File: config.mk
export PLATFORM = sky130hd
export DESIGN_NAME = diatonic_chord_interval_builder_top
export DESIGN_NICKNAME = d
export VERILOG_FILES = /design/src/design/dcib_pkg.sv /design/src/design/dcib_cfg_regs.sv /design/src/design/dcib_chord_calc.sv /design/src/design/dcib_serializer.sv /design/src/design/diatonic_chord_interval_builder_top.sv
export SDC_FILE = /design/constraint.sdc
export NUM_CORES = 1
export LEC_CHECK = 0
export ABC_AREA = 1
export BUFFER_PORTS_ARGS = -buffer_cell sky130_fd_sc_hd__buf_2
export CORE_MARGIN = 10
export CORE_UTILIZATION = 50
export CTS_BUF_LIST = sky130_fd_sc_hd__clkbuf_16
export DETAILED_ROUTE_END_ITERATION = 8
export GPL_TIMING_DRIVEN = 0
export PLACE_DENSITY = 0.66
export SLEW_MARGIN = 20
export SYNTH_ARGS = -nofsm -noshare
export SYNTH_HDL_FRONTEND = slang
export SYNTH_SLANG_ARGS = --single-unit
File: constraint.sdc
create_clock -name clk -period 14.6 [get_ports clk]
set_clock_uncertainty 0.15 [all_clocks]
set_input_delay 1.46 -clock clk [delete_from_list [all_inputs] [get_ports clk]]
set_output_delay 1.46 -clock clk [all_outputs]
set_load 0.02 [all_outputs]
File: src/design/dcib_pkg.sv
// ----------------------------------------------------------------------------
// dcib_pkg: shared types, constants and scale helpers
// Chord tone list types, configuration register map and diatonic scale math
// for the chord interval builder.
// ----------------------------------------------------------------------------
package dcib_pkg;

  localparam int MAX_INTERVALS = 8;
  localparam int LIST_DEPTH    = 7;
  localparam int TONE_W        = 5;
  localparam int COUNT_W       = 3;
  localparam int INDEX_W       = 3;
  localparam int DATA_W        = 4;

  // longest chord actually emitted
  localparam int MAX_TONES = (MAX_INTERVALS < LIST_DEPTH) ? MAX_INTERVALS : LIST_DEPTH;

  // configuration register indexes
  localparam logic [INDEX_W-1:0] REG_SCALE_MODE      = 3'd0;
  localparam logic [INDEX_W-1:0] REG_TONIC_CLASS     = 3'd1;
  localparam logic [INDEX_W-1:0] REG_TRIAD_KIND      = 3'd2;
  localparam logic [INDEX_W-1:0] REG_FIRST_EXTENSION = 3'd3;
  localparam logic [INDEX_W-1:0] REG_EXTENSION_MASK  = 3'd4;
  localparam logic [INDEX_W-1:0] REG_DIATONIC_MODE   = 3'd5;

  // triad codes
  localparam logic [2:0] TRI_NONE = 3'd0;
  localparam logic [2:0] TRI_MAJ  = 3'd1;
  localparam logic [2:0] TRI_MIN  = 3'd2;
  localparam logic [2:0] TRI_DIM  = 3'd3;
  localparam logic [2:0] TRI_AUG  = 3'd4;
  localparam logic [2:0] TRI_SUS2 = 3'd5;
  localparam logic [2:0] TRI_SUS4 = 3'd6;
  localparam logic [2:0] TRI_BAD  = 3'd7;

  // first extension codes
  localparam logic [1:0] EXT_NONE  = 2'd0;
  localparam logic [1:0] EXT_SIXTH = 2'd1;
  localparam logic [1:0] EXT_MIN7  = 2'd2;
  localparam logic [1:0] EXT_MAJ7  = 2'd3;

  localparam logic [2:0] MODE_LAST = 3'd6;

  // step pattern per church mode, bit 5 is the first step (1 = whole tone)
  localparam logic [6:0] MODE_STEPS [7] = '{
    7'h37, 7'h2E, 7'h1D, 7'h3B, 7'h36, 7'h2D, 7'h1B
  };

  typedef logic [LIST_DEPTH-1:0][TONE_W-1:0] tone_list_t;
  typedef logic [6:0][3:0] scale_t;

  typedef struct packed {
    logic [2:0] scale_mode;
    logic [3:0] tonic_class;
    logic [2:0] triad_kind;
    logic [1:0] first_extension;
    logic [3:0] extension_mask;
    logic       diatonic_mode;
  } cfg_t;

  typedef struct packed {
    tone_list_t         tones;
    logic [COUNT_W-1:0] count;
  } chord_t;

  function automatic scale_t make_scale(logic [2:0] mode);
    logic [2:0] m;
    logic [6:0] steps;
    logic [3:0] acc;
    scale_t     sc;
    m     = (mode > MODE_LAST) ? 3'd0 : mode;
    steps = MODE_STEPS[m];
    acc   = 4'd0;
    for (int i = 0; i < 7; i++) begin
      sc[i] = acc;
      if (i < 6) begin
        acc = acc + (steps[5-i] ? 4'd2 : 4'd1);
      end
    end
    return sc;
  endfunction

  // semitones from scale degree deg up by off degrees
  function automatic logic [TONE_W-1:0] step_up(scale_t sc, logic [2:0] deg, logic [3:0] off);
    logic [4:0] t;
    logic [2:0] tm;
    logic [5:0] oct;
    logic [5:0] target;
    logic [5:0] diff;
    t = {2'b00, deg} + {1'b0, off};
    if (t >= 5'd14) begin
      tm  = 3'(t - 5'd14);
      oct = 6'd24;
    end else if (t >= 5'd7) begin
      tm  = 3'(t - 5'd7);
      oct = 6'd12;
    end else begin
      tm  = t[2:0];
      oct = 6'd0;
    end
    target = {2'b00, sc[tm]} + oct;
    diff   = target - {2'b00, sc[deg]};
    return diff[TONE_W-1:0];
  endfunction

  // fixed triad third and fifth, element 0 is the third
  function automatic logic [1:0][TONE_W-1:0] triad_tones(logic [2:0] kind);
    logic [1:0][TONE_W-1:0] r;
    case (kind)
      TRI_MAJ:  r = {5'd7, 5'd4};
      TRI_MIN:  r = {5'd7, 5'd3};
      TRI_DIM:  r = {5'd6, 5'd3};
      TRI_AUG:  r = {5'd8, 5'd4};
      TRI_SUS2: r = {5'd7, 5'd2};
      TRI_SUS4: r = {5'd7, 5'd5};
      default:  r = {5'd0, 5'd0};
    endcase
    return r;
  endfunction

endpackage

File: src/design/dcib_cfg_regs.sv
// ----------------------------------------------------------------------------
// dcib_cfg_regs: configuration register file
// Holds the six chord settings, written through a plain indexed write port.
// ----------------------------------------------------------------------------
module dcib_cfg_regs import dcib_pkg::*; (
  input  logic               clk,
  input  logic               rst,
  input  logic               cfg_we,
  input  logic [INDEX_W-1:0] cfg_index,
  input  logic [DATA_W-1:0]  cfg_data,
  output cfg_t               cfg
);

  cfg_t cfg_r;

  always_ff @(posedge clk) begin
    if (rst) begin
      cfg_r <= '0;
    end else if (cfg_we) begin
      case (cfg_index)
        REG_SCALE_MODE:      cfg_r.scale_mode      <= cfg_data[2:0];
        REG_TONIC_CLASS:     cfg_r.tonic_class     <= cfg_data[3:0];
        REG_TRIAD_KIND:      cfg_r.triad_kind      <= cfg_data[2:0];
        REG_FIRST_EXTENSION: cfg_r.first_extension <= cfg_data[1:0];
        REG_EXTENSION_MASK:  cfg_r.extension_mask  <= cfg_data[3:0];
        REG_DIATONIC_MODE:   cfg_r.diatonic_mode   <= cfg_data[0];
        default: ;
      endcase
    end
  end

  assign cfg = cfg_r;

endmodule

File: src/design/dcib_chord_calc.sv
// ----------------------------------------------------------------------------
// dcib_chord_calc: chord tone list builder
// Snaps the key to a scale degree and builds the packed list of chord
// intervals with its length.
// ----------------------------------------------------------------------------
module dcib_chord_calc import dcib_pkg::*; (
  input  logic   [3:0] key,
  input  cfg_t         cfg,
  output chord_t       chord
);

  scale_t                  sc;
  logic [3:0]              tonic;
  logic [3:0]              rel;
  logic [2:0]              deg;
  logic [1:0][TONE_W-1:0]  tri_pair;
  logic [LIST_DEPTH-1:0]   en;
  tone_list_t              cand;
  tone_list_t              list;
  logic [COUNT_W-1:0]      pos;
  logic [COUNT_W-1:0]      count;
  logic                    tri_fixed;
  logic                    tri_diatonic;

  always_comb begin
    sc    = make_scale(cfg.scale_mode);
    tonic = (cfg.tonic_class >= 4'd12) ? cfg.tonic_class - 4'd12 : cfg.tonic_class;
    rel   = (key >= tonic) ? key - tonic : 4'(5'(key) + 5'd12 - 5'(tonic));

    // nearest degree at or below: highest scale step not above rel
    deg = 3'd0;
    for (int i = 1; i < 7; i++) begin
      if (sc[i] <= rel) begin
        deg = deg + 3'd1;
      end
    end

    tri_pair     = triad_tones(cfg.triad_kind);
    tri_fixed    = (cfg.triad_kind != TRI_NONE) && (cfg.triad_kind != TRI_BAD);
    tri_diatonic = (cfg.triad_kind == TRI_NONE) && cfg.diatonic_mode;

    en[0]   = 1'b1;
    cand[0] = '0;
    en[1]   = tri_fixed || tri_diatonic;
    en[2]   = en[1];
    cand[1] = tri_fixed ? tri_pair[0] : step_up(sc, deg, 4'd2);
    cand[2] = tri_fixed ? tri_pair[1] : step_up(sc, deg, 4'd4);

    case (cfg.first_extension)
      EXT_SIXTH: begin
        en[3]   = 1'b1;
        cand[3] = 5'd9;
      end
      EXT_MIN7: begin
        en[3]   = 1'b1;
        cand[3] = 5'd10;
      end
      EXT_MAJ7: begin
        en[3]   = 1'b1;
        cand[3] = 5'd11;
      end
      default: begin
        en[3]   = cfg.extension_mask[0];
        cand[3] = step_up(sc, deg, 4'd6);
      end
    endcase

    en[4]   = cfg.extension_mask[1];
    cand[4] = step_up(sc, deg, 4'd8);
    en[5]   = cfg.extension_mask[2];
    cand[5] = step_up(sc, deg, 4'd10);
    en[6]   = cfg.extension_mask[3];
    cand[6] = step_up(sc, deg, 4'd12);

    // pack enabled tones to the front
    list = '0;
    pos  = '0;
    for (int k = 0; k < LIST_DEPTH; k++) begin
      if (en[k]) begin
        list[pos] = cand[k];
        pos       = pos + 3'd1;
      end
    end

    count = (pos > COUNT_W'(MAX_TONES)) ? COUNT_W'(MAX_TONES) : pos;
    if (key >= 4'd12) begin
      count = '0;
    end

    chord.tones = list;
    chord.count = count;
  end

endmodule

File: src/design/dcib_serializer.sv
// ----------------------------------------------------------------------------
// dcib_serializer: chord buffer and tone shifter
// Holds one finished chord while the previous one is shifted out, one tone
// per cycle, with the last tone flagged.
// ----------------------------------------------------------------------------
module dcib_serializer import dcib_pkg::*; (
  input  logic              clk,
  input  logic              rst,
  input  logic              chord_valid,
  input  chord_t            chord,
  output logic              chord_free,
  output logic              strobe,
  output logic [TONE_W-1:0] interval,
  output logic              last_tone
);

  // chord buffer
  logic               buf_v;
  tone_list_t         buf_tones;
  logic [COUNT_W-1:0] buf_count;

  // shifter
  logic               emit_v;
  tone_list_t         emit_tones;
  logic [COUNT_W-1:0] emit_rem;

  logic emit_last;
  logic buf_take;
  logic buf_load;

  assign emit_last  = emit_v && (emit_rem == COUNT_W'(1));
  assign buf_take   = buf_v && (!emit_v || emit_last);
  assign chord_free = !buf_v || buf_take;
  assign buf_load   = chord_valid && (chord.count != '0) && chord_free;

  always_ff @(posedge clk) begin
    if (rst) begin
      buf_v <= 1'b0;
    end else if (buf_load) begin
      buf_v <= 1'b1;
    end else if (buf_take) begin
      buf_v <= 1'b0;
    end
  end

  always_ff @(posedge clk) begin
    if (buf_load) begin
      buf_tones <= chord.tones;
      buf_count <= chord.count;
    end
  end

  always_ff @(posedge clk) begin
    if (rst) begin
      emit_v <= 1'b0;
    end else if (buf_take) begin
      emit_v <= 1'b1;
    end else if (emit_last) begin
      emit_v <= 1'b0;
    end
  end

  always_ff @(posedge clk) begin
    if (buf_take) begin
      emit_tones <= buf_tones;
      emit_rem   <= buf_count;
    end else if (emit_v) begin
      emit_tones <= {TONE_W'(0), emit_tones[LIST_DEPTH-1:1]};
      emit_rem   <= emit_rem - COUNT_W'(1);
    end
  end

  assign strobe    = emit_v;
  assign interval  = emit_tones[0];
  assign last_tone = emit_last;

endmodule

File: src/design/diatonic_chord_interval_builder_top.sv
// ----------------------------------------------------------------------------
// diatonic_chord_interval_builder_top: chord interval builder
// Takes a pressed key's pitch class and emits the semitone intervals of the
// chord built on it, one tone per strobe.
// ----------------------------------------------------------------------------
//   channel  | handshake        | payload
//   ---------+------------------+-----------------------------
//   key in   | start / busy     | key_class
//   tones    | strobe           | interval, last_tone
//   config   | cfg_we           | cfg_index, cfg_data
//
// a key is registered and its chord is built combinationally into a chord
// buffer, then moved to the shifter and shifted out one tone per cycle; the
// first tone appears once the key register, chord buffer and shifter are loaded.
// keys can enter while a chord shifts out; a key of 12 or more gives no tones.
// busy rises only when the input register and chord buffer are both full.
// rst is synchronous and clears all control state and config registers.
// ----------------------------------------------------------------------------
module diatonic_chord_interval_builder_top import dcib_pkg::*; (
  input  logic               clk,
  input  logic               rst,
  input  logic               start,
  output logic               busy,
  input  logic [3:0]         key_class,
  output logic               strobe,
  output logic [TONE_W-1:0]  interval,
  output logic               last_tone,
  input  logic               cfg_we,
  input  logic [INDEX_W-1:0] cfg_index,
  input  logic [DATA_W-1:0]  cfg_data
);

  cfg_t       cfg;
  chord_t     chord;
  logic       key_v;
  logic [3:0] key_r;
  logic       chord_free;
  logic       accept;

  assign busy   = key_v && !chord_free;
  assign accept = start && !busy;

  always_ff @(posedge clk) begin
    if (rst) begin
      key_v <= 1'b0;
    end else if (accept) begin
      key_v <= 1'b1;
    end else if (chord_free) begin
      key_v <= 1'b0;
    end
  end

  always_ff @(posedge clk) begin
    if (accept) begin
      key_r <= key_class;
    end
  end

  dcib_cfg_regs u_cfg (
    .clk       (clk),
    .rst       (rst),
    .cfg_we    (cfg_we),
    .cfg_index (cfg_index),
    .cfg_data  (cfg_data),
    .cfg       (cfg)
  );

  dcib_chord_calc u_calc (
    .key   (key_r),
    .cfg   (cfg),
    .chord (chord)
  );

  dcib_serializer u_ser (
    .clk         (clk),
    .rst         (rst),
    .chord_valid (key_v),
    .chord       (chord),
    .chord_free  (chord_free),
    .strobe      (strobe),
    .interval    (interval),
    .last_tone   (last_tone)
  );

endmodule
==> reports/summary.txt <==
Status - finished clean
Initial antenna violation count - 0
Cell family with most CP delay - adder cells
Synth Cell Area - 9820 um^2
Post-cts resize count - 0
Bufs and invs on worst path - 11
Routed via count - 8,923
Tcrit/Tclk final - 83.9%
Post-synth EDFFs - 80
Site Rows - 51
Placed wire-length estimate - 22,200 um
Via count of the first global-routing pass - 8,484
Post-route cell area - 10,600 um^2
RSZ-0062 raised after global routing - no
Drt drc - 0
Startpoint Class - flop
CTS Buf Count - 9
Post-synth top area share - 24.5%
Final setup fails - 0
Synth top area cells - edfxtp_1 (24%), nand2_1 (12%), ha_1 (12%), inv_1 (6.0%), nand3_1 (5.0%)
Max-Slew Margin vs Limit - 34.6%
Hold path cells - 2
Total GRT Usage - 21.7%
Avg WL per Cell - 17.3 um
Layout cells sized above 1 - 12.5%
Max clock buf depth - 2
Hold Path Class - flop to flop
Root Driver - clkbuf_16
Clock Sinks - 100
F_max - 81.6 MHz
Post-synthesis simple-gate area fraction - 25.1%
Yosys warnings - 0
Max-slew violation count - 0
Final wirelength - 27,900 um
Post-route minimum period - 12,250 ps
Slowest stage delay, CP - 960 ps
Fin nets - 1,476
Crit path from - u_cfg.cfg[14]
CTS tree - built
Pre-antenna DRT Iters - 5
Antenna viol nets, final - 0
Worst skew pair latency - 360 ps
Clock-pin slew on the worst setup and hold paths - 80 ps
Post-synth top flop - edfxtp_1
Area growth syn-to-layout - 8.06%
Hold_sp - u_cfg.cfg[0]
Share of the yosys chip area belonging to registers - 28.5%
Cell area after placement - 10,300 um^2
Max Cap Viol - 0
CP endpoint kind - flop
Cell taking the most area after synthesis - edfxtp_1
Slowest cell on the critical path - fa_1
Core area - 19,400 um^2
Largest family of logic cells by synthesized area - simple AND/OR/NAND/NOR gates
Crit path kind - flop to flop
Setup tns final - 0 ps
Synth Net Count - 1,442
Multiplexer share of the synthesized area - 3.54%
R2r worst-path depth - 47
Seq cells post-synth - 100
Post-CTS setup buffers - 0
Post-synthesis compound-gate area fraction - 14.9%
Worst-Margin Slew - 981 ps
Die span in y - 160 um
Critical R2R Launch - u_cfg.cfg[14]
Worst-path fanout max - 11
CP Data Arrival Time - 12,190 ps
Final hold violations - 0
Post-Synth XOR/XNOR Area - 2.56%
First-pass GRT wire length - 45,000 um
Ant diodes - 0
Largest net degree at the start of global routing - 31
GP Congestion - 0.983
Post-CTS Hold Fix Bufs - 0
Die width - 160 um
Worst Path Required - 14,530 ps
H-tree levels - 3
Number of library cell types mapped by synthesis - 55
Ys async rst share - 0%
Mean Syn Cell Area - 7.49 um^2
Post-synthesis instance total - 1,310
Initial Util - 50.6%
Grt total ovfl - 0
Synth Area in Adders - 16.7%
CP Depth - 47
Avg Vias per Cell - 5.53
IO buf count - 21
DIE AREA - 25,600 um^2
Detailed Route Iter0 Violations - 702
I/O Pins - 23
## through the flow
step / util [%] / hold slack (ps) / worst slack, ps / instances
2_1_floorplan: - / 295 / 5360 / 1310
3_3_place_gp: 52.9 / 316 / 2680 / 1596
3_5_place_dp: 53.1 / 325 / 2610 / 1598
4_1_cts: 54.7 / 340 / 2620 / 1614
6_report: 54.7 / 343 / 2350 / 1614
5_1_grt: 54.7 / 362 / 1770 / 1614
## flip-flops by register name (all words and copies together), names as in the netlist, 3 cells and up
signal and cells:
key_r 4, u_cfg.cfg 17, u_ser.buf_count 3, u_ser.buf_tones 35
u_ser.emit_rem 3, u_ser.emit_tones 30, u_ser.interval 5
## metal layers
layer	part of all wire [%]	global-route usage, %	up-vias
li1	-	-	4461
met1	43	27.1	4099
met2	47	36.1	296
met3	5.6	2.72	67
met4	4.3	10.6	0
met5	0	0	-
## path summary, 6_finish.rpt
check / end / slack [ps]
worst max-delay path: u_ser.buf_tones[19] / 2350
worst min-delay path: u_cfg.cfg[0] / 340
worst max register to register: u_ser.buf_tones[19] / 2350
worst min register to register: u_cfg.cfg[0] / 340
## cell usage in the layout, fill, tap and decap left out, types with 10 or more instances in the layout
cell / synthesis / layout
ha_1: 94 / 94
fa_1: 23 / 23
o211ai_1: 20 / 20
buf_2: 6 / 27
inv_2: 34 / 34
edfxtp_1: 80 / 80
o22ai_1: 10 / 10
o21ai_1: 49 / 49
nand2_2: 14 / 15
dfxtp_1: 20 / 20
nand3_1: 99 / 99
nor2_1: 84 / 83
a21oi_1: 35 / 35
a211oi_1: 12 / 12
mux2_2: 30 / 30
inv_1: 158 / 158
xor2_1: 13 / 13
o21ai_0: 88 / 88
nand2_1: 325 / 324
## cell usage after synthesis (2+ instances only)
library cell	count
nand2_1	325
inv_1	158
nand3_1	99
ha_1	94
o21ai_0	88
nor2_1	84
edfxtp_1	80
o21ai_1	49
a21oi_1	35
inv_2	34
mux2_2	30
fa_1	23
dfxtp_1	20
o211ai_1	20
nand2_2	14
xor2_1	13
a211oi_1	12
o22ai_1	10
a31oi_1	9
buf_4	8
nor2_2	7
nor3_1	7
xnor2_1	7
buf_2	6
nand4_1	6
or2_1	6
clkbuf_1	5
o21ai_2	5
o32ai_1	5
a21oi_2	4
nand2_4	4
o31ai_1	4
or2_2	4
buf_1	3
nand3b_1	3
nor2_4	3
o221ai_1	3
a22oi_1	2
and2_1	2
clkinv_1	2
nand3_2	2
xor2_2	2
## layout make-up
type                            count  area (um^2)
Fill cell                        1936         8790
Multi-Input combinational cell    993         6170
Sequential cell                   100         2800
Inverter                          195          734
Tap cell                          265          332
Clock buffer                        9          225
Timing Repair Buffer               23          145
Buffer                             22          120
Clock inverter                      7         78.8
## worst register-to-register path: cells and delay by family (launching register included)
| family | cells | cell delay (ps) |
|---|---|---|
| adder cells (fa/ha/maj) | 11 | 4420 |
| AND/OR/NAND/NOR | 15 | 3150 |
| buffers and inverters | 11 | 1810 |
| AO/OA/AOI/OAI | 9 | 1600 |
| XOR/XNOR | 1 | 520 |
| flip-flops | 1 | 300 |
## cells by family after synthesis
logic type,count (synthesis)
multiplexers,31
adder cells (fa/ha/maj),117
flip-flops,100
AO/OA/AOI/OAI,251
buffers and inverters,217
XOR/XNOR,24
AND/OR/NAND/NOR,570
Power is left out: the tool's default activity adds up to more than one toggle a clock period on the data nets, which glitch-free logic cannot reach.
